===== src/hdl/cdr_pkg.sv =====
`timescale 1ns / 1ps
`default_nettype none

package cdr_pkg;

    // largest chunk payload counted into the byte total
    localparam logic [7:0] CHUNK_BYTES_MAX = 8'd32;

    // frame function codes seen while waiting for a start
    localparam logic [3:0] KIND_COMMAND    = 4'd7;
    localparam logic [3:0] KIND_DATA_START = 4'd9;

    // low sequence bits used by the loss window
    localparam logic [7:0] SEQ_WINDOW_MASK = 8'h0F;

    // register indexes on the configuration port
    localparam logic [1:0] REG_OWN_ADDRESS   = 2'd0;
    localparam logic [1:0] REG_START_TIMEOUT = 2'd1;
    localparam logic [1:0] REG_DATA_TIMEOUT  = 2'd2;

    // register reset values
    localparam logic [31:0] OWN_ADDRESS_RESET   = 32'd0;
    localparam logic [15:0] START_TIMEOUT_RESET = 16'd50;
    localparam logic [15:0] DATA_TIMEOUT_RESET  = 16'd1000;

    localparam logic [15:0] SLOT_COUNT_MAX = 16'hFFFF;
    localparam logic [7:0]  CRC_COUNT_MAX  = 8'hFF;

    typedef enum logic [1:0] {
        PH_WAIT = 2'd0,
        PH_RECV = 2'd1
    } phase_t;

    typedef enum logic [2:0] {
        ST_WAITING       = 3'd0,
        ST_STARTED       = 3'd1,
        ST_TAKEN         = 3'd2,
        ST_IDLE          = 3'd3,
        ST_DONE          = 3'd4,
        ST_START_TIMEOUT = 3'd5,
        ST_LOST          = 3'd6,
        ST_DATA_TIMEOUT  = 3'd7
    } status_t;

    typedef struct packed {
        logic [31:0] own_address;
        logic [15:0] start_timeout_slots;
        logic [15:0] data_timeout_slots;
    } cfg_t;

    typedef struct packed {
        logic        slot_end;
        logic        frame_present;
        logic        crc_good;
        logic [3:0]  frame_kind;
        logic [31:0] frame_address;
        logic [31:0] frame_mask;
        logic [7:0]  chunk_seq;
        logic [5:0]  chunk_size;
    } slot_item_t;

    typedef struct packed {
        status_t     status;
        logic        write_chunk;
        logic [31:0] total_bytes;
        logic [7:0]  next_seq;
        logic [7:0]  crc_errors;
    } result_t;

endpackage

`default_nettype wire


===== src/hdl/cdr_regs.sv =====
`timescale 1ns / 1ps
`default_nettype none

module cdr_regs
    import cdr_pkg::*;
(
    input  wire logic        aclk,
    input  wire logic        aresetn,
    input  wire logic        psel,
    input  wire logic        penable,
    input  wire logic        pwrite,
    input  wire logic [3:0]  paddr,
    input  wire logic [31:0] pwdata,
    output logic [31:0]      prdata,
    output cfg_t             cfg
);

    logic [31:0] own_address_reg;
    logic [15:0] start_timeout_reg;
    logic [15:0] data_timeout_reg;
    logic        wr_en;
    logic [1:0]  reg_index;

    assign reg_index = paddr[3:2];
    assign wr_en     = psel & penable & pwrite;

    // register writes in the access cycle
    always_ff @(posedge aclk) begin
        if (!aresetn) begin
            own_address_reg   <= OWN_ADDRESS_RESET;
            start_timeout_reg <= START_TIMEOUT_RESET;
            data_timeout_reg  <= DATA_TIMEOUT_RESET;
        end else if (wr_en) begin
            unique case (reg_index)
                REG_OWN_ADDRESS:   own_address_reg   <= pwdata;
                REG_START_TIMEOUT: start_timeout_reg <= pwdata[15:0];
                REG_DATA_TIMEOUT:  data_timeout_reg  <= pwdata[15:0];
                default: ;
            endcase
        end
    end

    // read back
    always_comb begin
        unique case (reg_index)
            REG_OWN_ADDRESS:   prdata = own_address_reg;
            REG_START_TIMEOUT: prdata = {16'd0, start_timeout_reg};
            REG_DATA_TIMEOUT:  prdata = {16'd0, data_timeout_reg};
            default:           prdata = 32'd0;
        endcase
    end

    assign cfg.own_address         = own_address_reg;
    assign cfg.start_timeout_slots = start_timeout_reg;
    assign cfg.data_timeout_slots  = data_timeout_reg;

endmodule

`default_nettype wire


===== src/hdl/cdr_engine.sv =====
`timescale 1ns / 1ps
`default_nettype none

module cdr_engine
    import cdr_pkg::*;
(
    input  wire logic aclk,
    input  wire logic aresetn,
    input  wire logic step_en,
    input  slot_item_t item,
    input  cfg_t      cfg,
    output result_t   result
);

    phase_t      phase_reg, phase_next;
    logic [15:0] slots_reg, slots_next;
    logic [7:0]  seq_reg, seq_next;
    logic [31:0] total_reg, total_next;
    logic [7:0]  crc_reg, crc_next;
    status_t     status;
    logic        write_chunk;

    logic        good_frame;
    logic        addr_match;
    logic [15:0] wait_base;
    logic [15:0] wait_inc;
    logic [15:0] recv_inc;
    logic [7:0]  size_ext;
    logic [7:0]  size_clamped;
    logic [8:0]  seq_window;
    logic [8:0]  seq_limit;

    assign good_frame = item.frame_present & item.crc_good;
    assign addr_match = ((item.frame_address ^ cfg.own_address) & item.frame_mask) == 32'd0;

    // start wait: a good command restarts the slot count
    assign wait_base = (good_frame && item.frame_kind == KIND_COMMAND) ? 16'd0 : slots_reg;
    assign wait_inc  = (wait_base == SLOT_COUNT_MAX) ? wait_base : wait_base + 16'd1;
    assign recv_inc  = (slots_reg == SLOT_COUNT_MAX) ? slots_reg : slots_reg + 16'd1;

    // oversize chunks count as the largest chunk
    assign size_ext     = {2'b00, item.chunk_size};
    assign size_clamped = (size_ext > CHUNK_BYTES_MAX) ? CHUNK_BYTES_MAX : size_ext;

    // lost when the windowed expected sequence is more than one ahead
    assign seq_window = {1'b0, seq_reg & SEQ_WINDOW_MASK};
    assign seq_limit  = {1'b0, item.chunk_seq} + 9'd2;

    // one slot of the transfer protocol
    always_comb begin
        phase_next  = phase_reg;
        slots_next  = slots_reg;
        seq_next    = seq_reg;
        total_next  = total_reg;
        crc_next    = crc_reg;
        status      = ST_WAITING;
        write_chunk = 1'b0;
        if (phase_reg == PH_RECV) begin
            slots_next = recv_inc;
            status     = ST_IDLE;
            if (item.frame_present && !item.crc_good) begin
                crc_next = (crc_reg == CRC_COUNT_MAX) ? crc_reg : crc_reg + 8'd1;
            end
            priority if (good_frame && item.chunk_size == 6'd0) begin
                phase_next = PH_WAIT;
                slots_next = 16'd0;
                status     = ST_DONE;
            end else if (good_frame && item.chunk_seq == seq_reg) begin
                seq_next    = seq_reg + 8'd1;
                total_next  = total_reg + {24'd0, size_clamped};
                slots_next  = 16'd0;
                status      = ST_TAKEN;
                write_chunk = 1'b1;
            end else if (good_frame && seq_window >= seq_limit) begin
                phase_next = PH_WAIT;
                slots_next = 16'd0;
                status     = ST_LOST;
            end else if (recv_inc >= cfg.data_timeout_slots) begin
                phase_next = PH_WAIT;
                slots_next = 16'd0;
                status     = ST_DATA_TIMEOUT;
            end else begin
                status = ST_IDLE;
            end
        end else begin
            priority if (good_frame && item.frame_kind == KIND_DATA_START && addr_match) begin
                phase_next = PH_RECV;
                slots_next = 16'd0;
                seq_next   = 8'd0;
                total_next = 32'd0;
                crc_next   = 8'd0;
                status     = ST_STARTED;
            end else if (wait_inc >= cfg.start_timeout_slots) begin
                phase_next = PH_WAIT;
                slots_next = 16'd0;
                status     = ST_START_TIMEOUT;
            end else begin
                phase_next = PH_WAIT;
                slots_next = wait_inc;
                status     = ST_WAITING;
            end
        end
    end

    // transfer state
    always_ff @(posedge aclk) begin
        if (!aresetn) begin
            phase_reg <= PH_WAIT;
            slots_reg <= 16'd0;
            seq_reg   <= 8'd0;
            total_reg <= 32'd0;
            crc_reg   <= 8'd0;
        end else if (step_en) begin
            phase_reg <= phase_next;
            slots_reg <= slots_next;
            seq_reg   <= seq_next;
            total_reg <= total_next;
            crc_reg   <= crc_next;
        end
    end

    assign result.status      = status;
    assign result.write_chunk = write_chunk;
    assign result.total_bytes = total_next;
    assign result.next_seq    = seq_next;
    assign result.crc_errors  = crc_next;

endmodule

`default_nettype wire


===== src/hdl/chunked_data_receiver_top.sv =====
`timescale 1ns / 1ps
`default_nettype none

// Receive side of a chunked bulk transfer, one item per listening slot.
// s_ channel: one slot event per item; tuser carries the slot flags and the
// frame kind, tdata the frame address, mask, chunk sequence and chunk size.
// Items with slot_end low are consumed and give no result.
// m_ channel: one result item per counted slot; tuser carries status and
// write_chunk, tdata the byte total, next sequence and check error count.
// APB port: own address, start timeout and data timeout at 0x0, 0x4, 0x8;
// write only while no item is in flight.
// An accepted item passes through the input register feeding the slot
// logic and then through the result register.
// Throughput: one item per cycle while results are taken; the transfer
// state updates in one pass so each slot sees the prior slot's state.
// Reset (aresetn low, synchronous) empties both registers, returns to the
// start wait with all counters at zero and restores register defaults.
// When m_tready is low the result holds; the input register takes items
// up to a slot_end item; s_tready then drops until the result is taken.
module chunked_data_receiver_top
    import cdr_pkg::*;
(
    input  wire logic        aclk,
    input  wire logic        aresetn,
    // slot event
    input  wire logic        s_tvalid,
    output logic             s_tready,
    // [31:0] frame_address, [63:32] frame_mask, [71:64] chunk_seq,
    // [77:72] chunk_size, [79:78] zero
    input  wire logic [79:0] s_tdata,
    // [0] slot_end, [1] frame_present, [2] crc_good, [6:3] frame_kind
    input  wire logic [6:0]  s_tuser,
    // slot result
    output logic             m_tvalid,
    input  wire logic        m_tready,
    // [31:0] total_bytes, [39:32] next_seq, [47:40] crc_errors
    output logic [47:0]      m_tdata,
    // [2:0] status, [3] write_chunk
    output logic [3:0]       m_tuser,
    // configuration
    input  wire logic        psel,
    input  wire logic        penable,
    input  wire logic        pwrite,
    input  wire logic [3:0]  paddr,
    input  wire logic [31:0] pwdata,
    output logic [31:0]      prdata,
    output logic             pready
);

    logic        in_valid_reg;
    logic [79:0] in_tdata_reg;
    logic [6:0]  in_tuser_reg;
    logic        out_valid_reg;
    logic [47:0] out_tdata_reg;
    logic [3:0]  out_tuser_reg;

    logic        out_free;
    logic        advance;
    logic        step_en;
    slot_item_t  item;
    cfg_t        cfg;
    result_t     result;

    assign pready = 1'b1;

    cdr_regs u_regs (
        .aclk    (aclk),
        .aresetn (aresetn),
        .psel    (psel),
        .penable (penable),
        .pwrite  (pwrite),
        .paddr   (paddr),
        .pwdata  (pwdata),
        .prdata  (prdata),
        .cfg     (cfg)
    );

    // unpack the registered item
    assign item.slot_end      = in_tuser_reg[0];
    assign item.frame_present = in_tuser_reg[1];
    assign item.crc_good      = in_tuser_reg[2];
    assign item.frame_kind    = in_tuser_reg[6:3];
    assign item.frame_address = in_tdata_reg[31:0];
    assign item.frame_mask    = in_tdata_reg[63:32];
    assign item.chunk_seq     = in_tdata_reg[71:64];
    assign item.chunk_size    = in_tdata_reg[77:72];

    // ignored items drain without needing the result register
    assign out_free = !out_valid_reg || m_tready;
    assign advance  = in_valid_reg && (!item.slot_end || out_free);
    assign step_en  = advance && item.slot_end;
    assign s_tready = !in_valid_reg || advance;

    cdr_engine u_engine (
        .aclk    (aclk),
        .aresetn (aresetn),
        .step_en (step_en),
        .item    (item),
        .cfg     (cfg),
        .result  (result)
    );

    // input register
    always_ff @(posedge aclk) begin
        if (!aresetn) begin
            in_valid_reg <= 1'b0;
        end else if (s_tready) begin
            in_valid_reg <= s_tvalid;
        end
    end

    always_ff @(posedge aclk) begin
        if (s_tready && s_tvalid) begin
            in_tdata_reg <= s_tdata;
            in_tuser_reg <= s_tuser;
        end
    end

    // result register
    always_ff @(posedge aclk) begin
        if (!aresetn) begin
            out_valid_reg <= 1'b0;
        end else if (step_en) begin
            out_valid_reg <= 1'b1;
        end else if (m_tready) begin
            out_valid_reg <= 1'b0;
        end
    end

    always_ff @(posedge aclk) begin
        if (step_en) begin
            out_tdata_reg <= {result.crc_errors, result.next_seq, result.total_bytes};
            out_tuser_reg <= {result.write_chunk, result.status};
        end
    end

    assign m_tvalid = out_valid_reg;
    assign m_tdata  = out_tdata_reg;
    assign m_tuser  = out_tuser_reg;

endmodule

`default_nettype wire


===== config.mk =====
export PLATFORM = sky130hd
export DESIGN_NAME = chunked_data_receiver_top
export DESIGN_NICKNAME = d
export VERILOG_FILES = /design/src/hdl/cdr_pkg.sv /design/src/hdl/cdr_regs.sv /design/src/hdl/cdr_engine.sv /design/src/hdl/chunked_data_receiver_top.sv
export SDC_FILE = /design/constraint.sdc
export NUM_CORES = 1
export LEC_CHECK = 0
export BUFFER_PORTS_ARGS = -buffer_cell sky130_fd_sc_hd__buf_2
export CORE_MARGIN = 10
export CORE_UTILIZATION = 55
export CTS_CLUSTER_DIAMETER = 30
export DETAILED_ROUTE_END_ITERATION = 8
export GPL_TIMING_DRIVEN = 0
export HOLD_SLACK_MARGIN = 0.05
export PLACE_DENSITY = 0.78
export SYNTH_ARGS = -nofsm -noshare
export SYNTH_HDL_FRONTEND = slang
export SYNTH_SLANG_ARGS = --single-unit

===== constraint.sdc =====
create_clock -name aclk -period 7.5 [get_ports aclk]
set_input_delay 1.5 -clock aclk [delete_from_list [all_inputs] [get_ports aclk]]
set_output_delay 1.5 -clock aclk [all_outputs]
set_load 0.02 [all_outputs]

# Yosys cells after proc, flatten, opt, wreduce, memory -nomap -nowiden
# Cells that the tools add are included.
# totals
inputBits,130
output_inout_bits,87
wordCells,108
reg_bits,269
# op_classes
bitwise,6
add_sub_neg,6
muxes,40
eq_ne,11
magnitude_cmp,4
n_reduce_logical,26
# ops
op,n
two-way mux 16 bit,10
two-way mux 32 bit,4
one-hot mux 32 bit (3 select lines),1
two-way mux 8 bit,8
adder 16 x 1 -> 16 bit (second input constant),2
adder 32 x 8 -> 32 bit,1
AND 32 bit,1
== test 16 bit (second input constant),2
>= comparator 16 bit,2
logical NOT 32 bit,1
XOR 32 bit,1
two-way mux 3 bit,7
adder 8 x 1 -> 8 bit (second input constant),2
logical AND 1 bit,10
two-way mux 2 bit,5
adder 8 x 2 -> 9 bit (second input constant),1
>= comparator 4 x 9 -> 1 bit,1
== test 8 bit,1
== test 8 bit (second input constant),1
> comparator 6 bit (second input constant),1
logical NOT 6 bit,1
two-way mux 6 bit,1
AND reduction 2 bit,3
== test 2 x 1 -> 1 bit (second input constant),2
other kinds (14),24

# Depth between registers and ports, before layout
# logic_depth
depth_word,9
mapped_depth,19
mapped_depth_nobuf,17

# Cells and area by module
# A second synthesis with hierarchy kept.
# unflattened
cells_unflattened,1381
hier_area_um2,13761.9
# by_module_without_submodules
mod,seq_area_each_um2,cells_per_inst,n_inst,area_per_inst_um2
cdr_engine,1301.2,902,1,6588.8
chunked_data_receiver_top,4154.0,149,1,4230.3
cdr_regs,1281.2,330,1,2942.8

# Least setup slack after synthesis
# Ideal clock, no wire load.
# synth_timing
path_kind,input to register
from,input m_tready
to,"register in_tdata_reg[0], enable pin"
stages,2
t_arrival_ps,5829
required_ps,6921
setup_slack_ps,1092
path_buffers,0
setup_ps,579
cell_sequence,nor2b_1 a31oi_1
# synth_between
elab_chain_len,5
# synth_rtl
element,line,text
"start, declared",chunked_data_receiver_top.sv:35,"input wire logic m_tready,"
logical OR 1 bit,chunked_data_receiver_top.sv:89,assign out_free = !out_valid_reg || m_tready;
logical OR 1 bit,chunked_data_receiver_top.sv:90,assign advance = in_valid_reg && (!item.slot_end || out_free);
logical AND 1 bit,chunked_data_receiver_top.sv:90,
logical OR 1 bit,chunked_data_receiver_top.sv:92,assign s_tready = !in_valid_reg || advance;
logical AND 1 bit,chunked_data_receiver_top.sv:113,if (s_tready && s_tvalid) begin
"end signal, assigned",chunked_data_receiver_top.sv:114,in_tdata_reg <= s_tdata;
"end, declared",chunked_data_receiver_top.sv:51,logic [79:0] in_tdata_reg;
# No other way between the ends.
# A chain may end at the register's enable or synchronous reset.

==> impl_results.md <==
* Share of synthesized area occupied by flip-flops and latches at 0.497
* Flip-flop count of the largest register after layout at 78
* FP Rows at 57
* HPWL after DPL at 32000 um
* Number of gates resized after CTS at 0
* Area grow syn2layout at 25.0%
* I/O Pins at 217
* Global placer's final weighted congestion at 0.946
* Final wirelength at 43200 um
* Synth top area cells: edfxtp_1 30%, dfxtp_1 19%, nand2_1 6.7%
* Distinct cell type count after synthesis at 86
* Combinational fraction of design power at 0.069
* Number of enable flip-flop cells after synthesis at 137
* Final antenna diode count at 0
* Slew at the pin closest to its max-slew limit at 1360 ps
* Number of global-route vias before repair at 12600
* Most common library cell in the layout ignoring fill and taps: nand2_1
* Crit path DAT at 5830 ps
* Startpoint kind of the worst setup timing path: flip-flop
* Maximum clock frequency at 180 MHz
* Number of max-capacitance violations reported at 0
* Synth Flop Type: edfxtp_1
* Die ar. at 0.0313 mm^2
* Clock network power share at 0.553
* Maximum fanout along the worst path at 10
* Post-synthesis async set-or-reset flop share at 0
* Reg2reg setup slack at 1930 ps
* Final number of hold-violating endpoints at 0
* Insertion delay of the later-clocked pin in the worst-skew pair at 580 ps
* Final nets at 1882
* Die Y-Extent at 177 um
* Cts hold-fix bufs at 0
* Detailed-route via count at 12500
* Kind of capture point of the worst setup path: flip-flop
* Count of nets left with antenna violations after detail routing at 0
* Total Routing Usage GR at 0.268
* Setup crit start: in_tuser_reg[1]
* Drt first-iter violations at 1197
* Pleak at 0.00663 uW
* Worst endpoint required time at 7770 ps
* Die boundary width at 177 um
* Crit path capture: m_tuser[0]
* Clock Sinks at 268
* Sw Pwr at 1140 uW
* Maximum number of pins on one net before global-route repair at 33
* Cell area power density at 253 mW/mm^2
* Unrepaired setup endpoints after global routing: false
* Port bufs at 210
* Final Power at 4280 uW
* Terminus of the critical flop-to-flop path: m_tuser[0]
* Final Hold Slack at 472 ps
* DRT Pass-1 Iters at 6
* Sw frac at 0.265
* RR Startpoint: in_tuser_reg[1]
* Final setup skew at 35.6 ps
* Largest area contributor in the synthesized netlist: edfxtp_1
* Bufs on Longest Clock Path at 3
* Total count of max-transition violations in the final report at 0
* Cells after Synth at 1434
* Run status: complete, no violations
* Overall overflow remaining after global route at 0
* Fraction of power consumed by sequential logic at 0.378
* Relative slew margins at 0.0916
* Minimum clock period after layout at 5570 ps
* Syn Nets at 1612
* Synthesized cell area at 0.0136 mm^2
* Max VDD drop at 0.000301 V
* Total setup violations reported at the end of the flow at 0
* Clock tree from TritonCTS: built
* Initial core utilization at 0.557
* Most frequent cells in the layout: 242 x nand2_1, 213 x buf_2, 137 x edfxtp_1, 131 x dfxtp_1, 113 x a21oi_1
* Clock slew seen by the registers of the worst setup and hold paths at 50 ps
* Number of cells on the worst reg-to-reg path at 19
* Number of vias per cell after detailed routing at 6.03
* Tightest Hold Check Type: flip-flop to flip-flop
* Crit share post-route at 0.742
* CTS Buf Count at 54
* Synth warnings at 0
* Post-route DRC at 0
* H-tree levels at 2
* Global-route wire length before repair at 66800 um
* Average wire per cell in the routed design at 20.8 um
* Top-area cell type share of the netlist area at 0.303
* Core box area at 0.0243 mm^2
* Category of the most critical setup path: flip-flop to flip-flop
* Syn_area_per_cell at 9.45 um^2
* Number of antenna violations at the first check in global routing at 0
* Internal power contribution at 3150 uW
* CTS root buf: clkbuf_16
* Fraction of layout cells with a size suffix above 1 at 0.200
* Total setup buffers inserted after CTS at 0
* Register bit total from synthesis at 268
-- power groups by stage --
| stage | clock (uW) | sequential [uW] | combinational [uW] |
|---|---|---|---|
| 3_3_place_gp | 0 | 1650 | 279 |
| 3_5_place_dp | 0 | 1650 | 290 |
| 6_report | 2370 | 1620 | 296 |
| 4_1_cts | 2380 | 1620 | 292 |
| 5_1_grt | 2440 | 1620 | 320 |
| 2_1_floorplan | 0 | 1660 | 153 |
-- worst min-delay path by stage --
stage	startpoint	to	slack, ps	depth (start not counted)
floorplan	u_regs.start_timeout_reg[10]	u_regs.start_timeout_reg[10]	450	2
global placement	u_regs.data_timeout_reg[4]	u_regs.data_timeout_reg[4]	460	2
detailed placement	u_regs.start_timeout_reg[13]	u_regs.start_timeout_reg[13]	470	2
CTS	u_regs.data_timeout_reg[13]	u_regs.data_timeout_reg[13]	470	2
global route	u_regs.start_timeout_reg[13]	u_regs.start_timeout_reg[13]	480	2
finish	u_regs.data_timeout_reg[14]	u_regs.data_timeout_reg[14]	470	2
-- per-stage QoR --
stage          setup TNS (ps)  cells  instance area (um^2)  utilization  setup slack, ps
2_1_floorplan               0   1434                 13600            -             1090
3_3_place_gp           -44020   1968                 15000        0.617             -523
3_5_place_dp                0   1972                 15100        0.622             1980
4_1_cts                     0   2073                 16900        0.697             1990
5_1_grt                     0   2073                 16900        0.697             1660
6_report                    0   2073                 16900        0.697             1930
-- area by class of cell --
type / count / area (um^2)
Buffer: 81 / 393
Clock buffer: 58 / 1370
Clock inverter: 43 / 462
Fill cell: 1857 / 7380
Inverter: 51 / 191
Multi-Input combinational cell: 1034 / 6250
Sequential cell: 268 / 6740
Tap cell: 324 / 405
Timing Repair Buffer: 214 / 1140
-- per-layer routing --
| layer | track usage | wire length (um) | share of wire |
|---|---|---|---|
| met5 | 0 | 0 | 0 |
| met4 | 0.130 | 1900 | 0.044 |
| met3 | 0.0597 | 4140 | 0.096 |
| met2 | 0.447 | 20400 | 0.47 |
| met1 | 0.320 | 16700 | 0.39 |
-- cells by family after synthesis --
group | after synthesis | share of synthesized area
other | 1 | 0.000277
flip-flops | 268 | 0.497
AO/OA/AOI/OAI | 373 | 0.167
AND/OR/NAND/NOR | 533 | 0.194
buffers and inverters | 132 | 0.0430
adder cells (fa/ha/maj) | 48 | 0.0449
multiplexers | 22 | 0.0164
XOR/XNOR | 57 | 0.0368
-- cell usage after synthesis, types with 3 or more instances --
cell type	count
nand2b_1	7
xor2_1	44
a32oi_1	11
o21a_1	4
a311oi_1	3
nand2_1	242
a21o_1	11
a22oi_1	20
or3b_2	3
o21ai_0	111
nor3b_1	3
buf_2	3
nor3_1	10
dfxtp_1	131
a31oi_1	38
a21oi_1	113
mux2i_1	20
edfxtp_1	137
clkbuf_1	62
inv_1	49
nor2b_1	9
a221oi_1	3
o211ai_1	20
and3_1	11
nor4_1	3
and2_1	24
nand4_1	38
buf_4	4
ha_1	47
and3_2	4
nand3_1	79
buf_1	5
or3_1	22
nor2_1	46
o31ai_1	3
xnor2_1	13
and4_1	7
a211oi_1	13
or4_1	5
-- critical path, stage by stage (launching register included) --
cell       delay, ps
edfxtp_1         450
and3_1           260
nand2_1          230
and2_1           170
ha_1             180
nand3_1          190
nor3_2           600
nand2_1          230
xor2_1           190
nor2_1           170
ha_1             260
or3b_2           460
o2111ai_1        120
a31oi_1          100
o21ai_0          320
and2_1           180
clkbuf_1         370
clkbuf_1         490
a21o_1           200
nand2_1           90
(Power assumes the default switching activity.)
